## src/rtl/dvca_pkg.sv

```systemverilog
package dvca_pkg;

  localparam int unsigned DimW    = 15;
  localparam int unsigned WeightW = 17;
  localparam int unsigned CoordW  = 16;
  localparam int unsigned ValW    = 16;
  localparam int unsigned PriorW  = 32;
  localparam int unsigned SumW    = 40;
  localparam int unsigned NumW    = 33;
  localparam int unsigned DenW    = 17;
  localparam int unsigned QuoW    = 33;

  localparam logic [SumW-1:0] SumMax = {SumW{1'b1}};
  localparam logic [WeightW-1:0] WeightOne = 17'h10000;

  // Register indexes on the configuration channel
  localparam logic [1:0] RegXDim   = 2'd0;
  localparam logic [1:0] RegYDim   = 2'd1;
  localparam logic [1:0] RegZDim   = 2'd2;
  localparam logic [1:0] RegWeight = 2'd3;

  // Classified voxel handed from front to back
  typedef struct packed {
    logic              reject;
    logic              add;
    logic [NumW-1:0]   num;
    logic [DenW-1:0]   den;
    logic              last;
    logic [PriorW-1:0] prior;
    logic [PriorW:0]   hd;
  } cls_t;

  function automatic logic [SumW-1:0] sat_add(logic [SumW-1:0] a, logic [SumW-1:0] b);
    logic [SumW:0] s;
    s = {1'b0, a} + {1'b0, b};
    sat_add = s[SumW] ? SumMax : s[SumW-1:0];
  endfunction

endpackage

```

## src/rtl/dvca_front.sv

```systemverilog
module dvca_front (
  input  logic                               clk_i,
  input  logic                               rst_ni,
  input  logic                               in_valid_i,
  output logic                               in_ready_o,
  input  logic [dvca_pkg::CoordW-1:0]        x_i,
  input  logic [dvca_pkg::CoordW-1:0]        y_i,
  input  logic [dvca_pkg::CoordW-1:0]        z_i,
  input  logic [dvca_pkg::ValW-1:0]          ed_i,
  input  logic [dvca_pkg::ValW-1:0]          es_i,
  input  logic [dvca_pkg::ValW-1:0]          id_i,
  input  logic [dvca_pkg::ValW-1:0]          is_i,
  input  logic                               last_i,
  input  logic [dvca_pkg::PriorW-1:0]        prior_i,
  input  logic [dvca_pkg::PriorW-1:0]        heur_i,
  input  logic [dvca_pkg::PriorW-1:0]        dist_i,
  input  logic [dvca_pkg::DimW-1:0]          xdim_i,
  input  logic [dvca_pkg::DimW-1:0]          ydim_i,
  input  logic [dvca_pkg::DimW-1:0]          zdim_i,
  output logic                               cls_valid_o,
  input  logic                               cls_ready_i,
  output dvca_pkg::cls_t                     cls_o
);
  import dvca_pkg::*;

  logic  in_b, valid_q;
  logic  [2*ValW-1:0] p0_q, p1_q;
  cls_t  cls_q;
  cls_t  cls_d;

  function automatic logic inb(logic [CoordW-1:0] c, logic [DimW-1:0] d);
    inb = !c[CoordW-1] && (c[DimW-1:0] < d);
  endfunction

  assign in_b = inb(x_i, xdim_i) && inb(y_i, ydim_i) && inb(z_i, zdim_i);

  // Classify and form both products in one register stage
  always_comb begin
    cls_d        = '0;
    cls_d.reject = !in_b || (ed_i == '0 && id_i == '0);
    cls_d.add    = !cls_d.reject && es_i != '0 && is_i != '0;
    cls_d.den    = {1'b0, ed_i} + {1'b0, id_i};
    cls_d.last   = last_i;
    cls_d.prior  = prior_i;
    cls_d.hd     = {1'b0, heur_i} + {1'b0, dist_i};
  end

  assign in_ready_o = !valid_q || cls_ready_i;

  always_ff @(posedge clk_i or negedge rst_ni) begin
    if (!rst_ni) begin
      valid_q <= 1'b0;
    end else if (in_ready_o) begin
      valid_q <= in_valid_i;
    end
  end

  always_ff @(posedge clk_i) begin
    if (in_ready_o && in_valid_i) begin
      cls_q <= cls_d;
      p0_q  <= ed_i * es_i;
      p1_q  <= id_i * is_i;
    end
  end

  always_comb begin
    cls_o     = cls_q;
    cls_o.num = {1'b0, p0_q} + {1'b0, p1_q};
  end
  assign cls_valid_o = valid_q;

endmodule

```

## src/rtl/dvca_fifo.sv

```systemverilog
module dvca_fifo #(
  parameter int unsigned Depth = 2
) (
  input  logic           clk_i,
  input  logic           rst_ni,
  input  logic           wr_valid_i,
  output logic           wr_ready_o,
  input  dvca_pkg::cls_t wr_data_i,
  output logic           rd_valid_o,
  input  logic           rd_ready_i,
  output dvca_pkg::cls_t rd_data_o
);
  import dvca_pkg::*;

  localparam int unsigned AW = (Depth > 1) ? $clog2(Depth) : 1;

  cls_t            mem_q [Depth];
  logic [AW-1:0]   wp_q, rp_q;
  logic [AW:0]     cnt_q;
  logic            wr, rd;

  assign wr_ready_o = cnt_q != Depth[AW:0];
  assign rd_valid_o = cnt_q != '0;
  assign wr = wr_valid_i && wr_ready_o;
  assign rd = rd_valid_o && rd_ready_i;
  assign rd_data_o = mem_q[rp_q];

  function automatic logic [AW-1:0] inc(logic [AW-1:0] p);
    inc = (p == AW'(Depth - 1)) ? '0 : p + 1'b1;
  endfunction

  always_ff @(posedge clk_i or negedge rst_ni) begin
    if (!rst_ni) begin
      wp_q  <= '0;
      rp_q  <= '0;
      cnt_q <= '0;
    end else begin
      if (wr) wp_q <= inc(wp_q);
      if (rd) rp_q <= inc(rp_q);
      cnt_q <= cnt_q + {{AW{1'b0}}, wr} - {{AW{1'b0}}, rd};
    end
  end

  always_ff @(posedge clk_i) begin
    if (wr) mem_q[wp_q] <= wr_data_i;
  end

endmodule

```

## src/rtl/dvca_back.sv

```systemverilog
module dvca_back (
  input  logic                            clk_i,
  input  logic                            rst_ni,
  input  logic                            cls_valid_i,
  output logic                            cls_ready_o,
  input  dvca_pkg::cls_t                  cls_i,
  input  logic [dvca_pkg::WeightW-1:0]    weight_i,
  output logic                            res_valid_o,
  input  logic                            res_ready_i,
  output logic                            res_ok_o,
  output logic [dvca_pkg::SumW-1:0]       res_total_o,
  output logic [dvca_pkg::SumW-1:0]       res_value_o
);
  import dvca_pkg::*;

  // Sequencer states
  localparam logic [2:0] StIdle  = 3'd0;
  localparam logic [2:0] StDiv   = 3'd1;
  localparam logic [2:0] StMul   = 3'd2;
  localparam logic [2:0] StBlend = 3'd3;
  localparam logic [2:0] StOut   = 3'd4;

  logic [2:0]      st_q;
  cls_t            c_q;
  logic [SumW-1:0] run_q, total_q;
  logic            inv_q;
  // Restoring divider, one quotient bit a cycle
  logic [NumW-1:0] rem_q, quo_q;
  logic [5:0]      bit_q;
  logic [NumW:0]   trial;
  logic [NumW-1:0] rem_sh;
  // Blend products, 16-bit slices of the 40-bit total and the 33-bit hd sum, accumulated
  logic [1:0]      seg_q;
  logic [WeightW-1:0] w_q, wc_q;
  logic [SumW+WeightW:0] acc_q;
  logic [15:0]     sa, sb;
  logic [SumW+WeightW:0] pp;
  logic [SumW-1:0] run_new, tot_c, val_c;
  logic            ok_q;
  logic [SumW-1:0] rt_q, rv_q;
  logic            rv_valid_q;
  logic            issue;

  assign rem_sh = {rem_q[NumW-2:0], quo_q[NumW-1]};
  assign trial  = {1'b0, rem_sh} - {{(NumW-DenW+1){1'b0}}, c_q.den};
  assign run_new = sat_add(run_q, {{(SumW-NumW){1'b0}}, quo_q});
  assign tot_c   = sat_add(run_q, {{(SumW-PriorW){1'b0}}, c_q.prior});

  always_comb begin
    sa = '0;
    sb = '0;
    case (seg_q)
      2'd0: begin sa = total_q[15:0];  sb = 16'(c_q.hd[15:0]); end
      2'd1: begin sa = total_q[31:16]; sb = 16'(c_q.hd[31:16]); end
      2'd2: begin sa = {8'd0, total_q[39:32]}; sb = {15'd0, c_q.hd[32]}; end
      default: begin sa = '0; sb = '0; end
    endcase
  end

  // One 17x16 product pair a cycle, shifted into place
  always_comb begin
    logic [WeightW+15:0] m0, m1;
    logic [WeightW+16:0] s;
    m0 = w_q * sa;
    m1 = wc_q * sb;
    s  = {1'b0, m0} + {1'b0, m1};
    pp = (SumW+WeightW+1)'(s) << {seg_q, 4'd0};
  end

  assign val_c = (|acc_q[SumW+WeightW:SumW+16]) ? SumMax : acc_q[SumW+15:16];

  assign cls_ready_o = (st_q == StIdle) && !(rv_valid_q && !res_ready_i && cls_i.last);

  // Result leaves the blend once the output register is free
  assign issue = (st_q == StOut) && (seg_q == 2'd3) && (!rv_valid_q || res_ready_i);

  always_ff @(posedge clk_i or negedge rst_ni) begin
    if (!rst_ni) begin
      st_q       <= StIdle;
      run_q      <= '0;
      inv_q      <= 1'b0;
      rv_valid_q <= 1'b0;
      c_q        <= '0;
      quo_q      <= '0;
      rem_q      <= '0;
      bit_q      <= '0;
      total_q    <= '0;
      w_q        <= '0;
      wc_q       <= '0;
      acc_q      <= '0;
      seg_q      <= '0;
      ok_q       <= 1'b0;
      rt_q       <= '0;
      rv_q       <= '0;
    end else begin
      if (issue) rv_valid_q <= 1'b1;
      else if (res_ready_i) rv_valid_q <= 1'b0;
      case (st_q)
        StIdle: begin
          if (cls_valid_i && cls_ready_o) begin
            c_q   <= cls_i;
            quo_q <= cls_i.num;
            rem_q <= '0;
            bit_q <= '0;
            if (cls_i.reject) inv_q <= 1'b1;
            if (cls_i.add) st_q <= StDiv;
            else if (cls_i.last) st_q <= StMul;
          end
        end
        StDiv: begin
          rem_q <= trial[NumW] ? rem_sh : trial[NumW-1:0];
          quo_q <= {quo_q[NumW-2:0], !trial[NumW]};
          bit_q <= bit_q + 6'd1;
          if (bit_q == 6'(NumW - 1)) st_q <= StBlend;
        end
        StBlend: begin
          run_q <= run_new;
          st_q  <= c_q.last ? StMul : StIdle;
        end
        StMul: begin
          total_q <= tot_c;
          w_q     <= (weight_i > WeightOne) ? WeightOne : weight_i;
          wc_q    <= WeightOne - ((weight_i > WeightOne) ? WeightOne : weight_i);
          acc_q   <= '0;
          seg_q   <= 2'd0;
          st_q    <= StOut;
        end
        StOut: begin
          if (seg_q != 2'd3) begin
            acc_q <= acc_q + pp;
            seg_q <= seg_q + 2'd1;
          end else if (issue) begin
            ok_q  <= !inv_q;
            rt_q  <= inv_q ? '0 : total_q;
            rv_q  <= inv_q ? '0 : val_c;
            run_q <= '0;
            inv_q <= 1'b0;
            st_q  <= StIdle;
          end
        end
        default: st_q <= StIdle;
      endcase
    end
  end

  assign res_valid_o = rv_valid_q;
  assign res_ok_o    = ok_q;
  assign res_total_o = rt_q;
  assign res_value_o = rv_q;

endmodule

```

## src/rtl/deformable_voxel_cost_accumulator.sv

```systemverilog
// Deformable voxel cost accumulator.
// Input stream s_axis: one voxel per transaction; tlast marks the final
// voxel of a shape state. Output stream m_axis: one result per state.
// Configuration: cfg_valid_i/cfg_ready_o with register index and data;
// 0..2 grid sizes, 3 Pareto weight (Q1.16).
// A front stage checks bounds and forms the two products, a two-entry queue
// buffers classified voxels, and a back sequencer does the work.
// In the back end a voxel that adds cost runs through the bit-serial
// restoring divider and then an accumulate step; other voxels are only
// taken in. The back end takes no new voxel until it is idle again. A last
// voxel then adds a multiply setup and the blend, whose product is built
// from 16-bit slices, before its result is issued.
// Reset clears the running sum, reject flag, queue and front stage and sets the
// registers to 256, 256, 256 and 0.5. If the receiver stalls, the result
// holds in the output register and the back end stops at the next last
// voxel; the queue and front stage then fill and s_axis_tready drops.
module deformable_voxel_cost_accumulator #(
  parameter int unsigned QueueDepth = 2
) (
  input  logic         clk_i,
  input  logic         rst_ni,
  input  logic         s_axis_tvalid,
  output logic         s_axis_tready,
  // env_x, env_y, env_z, env_deform, env_sens, ref_deform, ref_sens,
  // prior_cost, heuristic_value, path_distance
  input  logic [207:0] s_axis_tdata,
  input  logic         s_axis_tlast,
  output logic         m_axis_tvalid,
  input  logic         m_axis_tready,
  // state_valid, total_cost, state_value, zero pad
  output logic [87:0]  m_axis_tdata,
  input  logic         cfg_valid_i,
  output logic         cfg_ready_o,
  input  logic [1:0]   cfg_index_i,
  input  logic [31:0]  cfg_data_i
);
  import dvca_pkg::*;

  logic [DimW-1:0]    xdim_q, ydim_q, zdim_q;
  logic [WeightW-1:0] w_q;
  logic  fv, fr, qv, qr;
  cls_t  fc, qc;
  logic  ok;
  logic [SumW-1:0] tot, val;

  assign cfg_ready_o = 1'b1;

  // Configuration registers
  always_ff @(posedge clk_i or negedge rst_ni) begin
    if (!rst_ni) begin
      xdim_q <= DimW'(256);
      ydim_q <= DimW'(256);
      zdim_q <= DimW'(256);
      w_q    <= WeightW'(32768);
    end else if (cfg_valid_i) begin
      case (cfg_index_i)
        RegXDim:   xdim_q <= cfg_data_i[DimW-1:0];
        RegYDim:   ydim_q <= cfg_data_i[DimW-1:0];
        RegZDim:   zdim_q <= cfg_data_i[DimW-1:0];
        RegWeight: w_q    <= cfg_data_i[WeightW-1:0];
        default: ;
      endcase
    end
  end

  dvca_front u_front (
    .clk_i, .rst_ni,
    .in_valid_i(s_axis_tvalid), .in_ready_o(s_axis_tready),
    .x_i(s_axis_tdata[15:0]), .y_i(s_axis_tdata[31:16]), .z_i(s_axis_tdata[47:32]),
    .ed_i(s_axis_tdata[63:48]), .es_i(s_axis_tdata[79:64]),
    .id_i(s_axis_tdata[95:80]), .is_i(s_axis_tdata[111:96]),
    .last_i(s_axis_tlast),
    .prior_i(s_axis_tdata[143:112]), .heur_i(s_axis_tdata[175:144]),
    .dist_i(s_axis_tdata[207:176]),
    .xdim_i(xdim_q), .ydim_i(ydim_q), .zdim_i(zdim_q),
    .cls_valid_o(fv), .cls_ready_i(fr), .cls_o(fc)
  );

  dvca_fifo #(.Depth(QueueDepth)) u_fifo (
    .clk_i, .rst_ni,
    .wr_valid_i(fv), .wr_ready_o(fr), .wr_data_i(fc),
    .rd_valid_o(qv), .rd_ready_i(qr), .rd_data_o(qc)
  );

  dvca_back u_back (
    .clk_i, .rst_ni,
    .cls_valid_i(qv), .cls_ready_o(qr), .cls_i(qc), .weight_i(w_q),
    .res_valid_o(m_axis_tvalid), .res_ready_i(m_axis_tready),
    .res_ok_o(ok), .res_total_o(tot), .res_value_o(val)
  );

  assign m_axis_tdata = {7'd0, val, tot, ok};

endmodule

```

## config.mk

```make
export PLATFORM = sky130hd
export DESIGN_NAME = deformable_voxel_cost_accumulator
export DESIGN_NICKNAME = d
export VERILOG_FILES = /design/src/rtl/dvca_pkg.sv /design/src/rtl/dvca_front.sv /design/src/rtl/dvca_fifo.sv /design/src/rtl/dvca_back.sv /design/src/rtl/deformable_voxel_cost_accumulator.sv
export SDC_FILE = /design/constraint.sdc
export NUM_CORES = 2
export LEC_CHECK = 0
export BUFFER_PORTS_ARGS = -buffer_cell sky130_fd_sc_hd__buf_2
export CORE_MARGIN = 4
export CORE_UTILIZATION = 35
export DETAILED_ROUTE_END_ITERATION = 8
export MAX_ROUTING_LAYER = met4
export SLEW_MARGIN = 20
export SYNTH_ARGS = -nofsm -noshare
export SYNTH_HDL_FRONTEND = slang
export SYNTH_SLANG_ARGS = --single-unit
```

## constraint.sdc

```tcl
create_clock -name clk_i -period 12.54 [get_ports clk_i]
set_clock_uncertainty 0.05 [all_clocks]
set_input_delay 2.508 -clock clk_i [delete_from_list [all_inputs] [get_ports clk_i]]
set_output_delay 2.508 -clock clk_i [all_outputs]
set_load 0.01 [all_outputs]
```

==> flow_summary.ini <==
[grt]
grt_max_degree = 144
grt_util_met1 = 0.239
grt_pass1_vias = 59787
antenna_found_initial = 11
gr-usage-met3 = 0.0232
gr-total-overflow = 0
grt.busiest_layer = met2
grt_pass1_wl_um = 337000
grtUsageTotal = 0.185
use_met2 = 0.306

[synth]
ys_ff_latch = 865
seq_area_frac_synth = 0.295
syn-cell-area_um2 = 79900
synth.distinct_cells = 96
synth-edff-count = 385
synthCells = 8158
yosysTopAreaCellShare = 0.219
synth_xor_area_frac = 0.0329
yosys-top-cells-area = fa_1 (22%), dfrtp_1 (15%), edfxtp_1 (14%)
synth_mux_area_frac = 0.0236
ys.flop_type = dfrtp_1
syn-mean-instance-area_um2 = 9.80
synth_top_area_cell = fa_1
synth_fa_ha_area_frac = 0.325
ys_warn_count = 0
synth_top_family_by_area = adder cells
synth_compound_area_frac = 0.104
async_flop_share = 0.555
synthSimpleGateAreaFrac = 0.147

[timing]
fmax_ghz = 0.0827
setup_viol = 0
hold_violations = 0
worst_slew_margin_rel = 0.285
slew_violations = 0
tightest_slew_ps = 1070
setup_tns_ps = 0
final.min_clock_period_ps = 12100
timing.final.crit_share = 0.965
grt_setup_unrepaired = false

[layout]
n_fill_cell = 22585
post-route-cell-area_um2 = 87900
multi_input_area_um2 = 50700
nNetsFinal = 10106
layout_commonest_cell = inv_1
layout_common_cells = inv_1 (1152), nand2_1 (1020), fa_1 (873)
area_delta_synth_final_pct = 10.0
drive_gt1_frac = 0.0785
regArea_um2 = 23600

[floorplanning]
rows = 175
die_area_um2 = 236000
die_height_um = 486
coreArea_um2 = 227000
die_w_um = 486
initial_utilization = 0.352
ios = 339

[worst_setup_path]
worstSetupStartpointType = flop
cpMostUsedCell = fa_1
cp_max_fo = 17
required_ps = 13110
crit_path_top_delay_cell = ha_1
reg2reg_to = u_back.acc_q[57]$_DFFE_PN0P_
rrSetupSlack_ps = 440
worst_ep_arrival_time_ps = 12670
reg2regPathDepth = 44
critical_path.top_delay_family = adder cells
crit_path_end_kind = flop
worstReg2RegStart = u_back.seg_q[1]$_DFFE_PN0P_
cp.buffers_inverters = 9
path_class = reg2reg
max_stage_delay_ps = 640

[cts]
cts_hold_buffers = 0
cts-root-buf = clkbuf_16
cts.sinks = 865
clk_pin_slew_ps = 60
clkLatencyLatePin_ps = 720
numCtsBuffers = 96
cts_max_level = 3
cts_tree = yes
cts.path.max_buffers = 3

[drt]
postRouteAntennaNets = 0
vias = 58166
wl_um = 212000
drt_iter0_drc = 3701
viasPerCell = 5.10
wl_per_cell_um = 18.6
drc = 0
first_pass_iters = 6

[status]
status = complete, no violations

[run]
drv_cap = 0

[placement]
place_congestion = 0.929
placed_area_um2 = 84600
dp_hpwl_um = 167000
io_buffers = 315

[hold_path]
min_path_cells = 0
min_to = u_fifo.mem_q[0][76]$_DFFE_PP_
min_from = u_front.cls_o[76]$_DFFE_PP_
hold_path.class = reg2reg
-- kinds of logic (layout without fill, tap and decap cells) --
family,count (synthesis),count (layout)
buf+inv,1502,1724
fa+ha+maj,1553,1553
flops,865,865
xor+xnor,300,300
compound gates,1302,1302
other cells,2,13
simple gates,2452,2452
mux,182,182
-- registers in the layout (all words and copies together), names as in the netlist, 16 cells and up --
register,count
u_fifo.mem_q,236
u_front.cls_o,85
u_back.c_q,83
u_back.acc_q,58
u_back.res_total_o,40
u_back.res_value_o,40
u_back.run_q,40
u_back.total_q,40
u_back.quo_q,33
u_back.rem_q,32
u_front.p0_q,32
u_front.p1_q,32
u_back.wc_q,17
w_q,17
u_back.w_q,16
-- worst max path at each step --
| stage | start | end | slack (ps) | cells after the start |
|---|---|---|---|---|
| floorplan | u_back.seg_q[0]$_DFFE_PN0P_ | u_back.acc_q[57]$_DFFE_PN0P_ | 1370 | 46 |
| global placement | u_back.seg_q[1]$_DFFE_PN0P_ | u_back.acc_q[56]$_DFFE_PN0P_ | 630 | 44 |
| detailed placement | u_back.seg_q[1]$_DFFE_PN0P_ | u_back.acc_q[54]$_DFFE_PN0P_ | 520 | 45 |
| CTS | u_back.seg_q[1]$_DFFE_PN0P_ | u_back.acc_q[50]$_DFFE_PN0P_ | 470 | 45 |
| global route | u_back.seg_q[1]$_DFFE_PN0P_ | u_back.acc_q[51]$_DFFE_PN0P_ | 3 | 45 |
| finish | u_back.seg_q[1]$_DFFE_PN0P_ | u_back.acc_q[57]$_DFFE_PN0P_ | 440 | 44 |
-- final cells by class --
| type | count | area share |
|---|---|---|
| sequential | 865 | 0.268 |
| clock buffer | 139 | 0.0311 |
| timing repair buffer | 393 | 0.0254 |
| inverter | 1152 | 0.0492 |
| tap | 3009 | 0.0428 |
| antenna | 5 | 0.000142 |
| clock inverter | 40 | 0.00582 |
| multi-input combinational | 5797 | 0.577 |
-- repair_timing --
item                       in CTS  in global routing
setup endpoints to repair       0                 11
resized for setup               0                  7
buffers inserted                0                  0
-- cells in the mapped netlist, types with 42 or more instances --
cell type,count
mux2i_1,130
xor2_1,85
ha_1,680
inv_1,1152
dfrtp_1,476
a21o_1,122
clkbuf_1,315
o21a_1,42
and2_1,557
a31oi_1,44
nor2_1,362
fa_1,873
nand3_1,155
mux2_2,52
nand2_1,1021
nor3_1,62
edfxtp_1,385
xnor2_1,215
nor2b_1,49
o21ai_0,379
nand3b_1,48
nand2b_1,52
o31ai_1,58
a21oi_1,313
-- layer usage --
| metal | part of all wire | wire length, um |
|---|---|---|
| met1 | 0.43 | 92100 |
| met2 | 0.49 | 103000 |
| met3 | 0.050 | 10600 |
| met4 | 0.029 | 6190 |
| met5 | 0 | 0 |
-- worst register-to-register path: cells and delay by family (launching register included) --
kind | cells | cell delay (ps)
flops | 1 | 380
fa+ha+maj | 11 | 5560
mux | 1 | 150
compound gates | 17 | 3520
buf+inv | 9 | 1080
xor+xnor | 2 | 650
simple gates | 4 | 610
-- stage by stage --
step	util	instances	setup slack (ps)	hold slack [ps]
after detailed placement	0.372	11215	523	380
after global placement	0.372	11215	635	374
final	0.387	11400	442	387
after floorplan	-	8164	1370	371
after CTS	0.386	11394	473	387
after global routing	0.387	11399	2.75	395
Power is not shown: default switching activity piles up to over one toggle a cycle in this logic, so the estimate is an artifact.
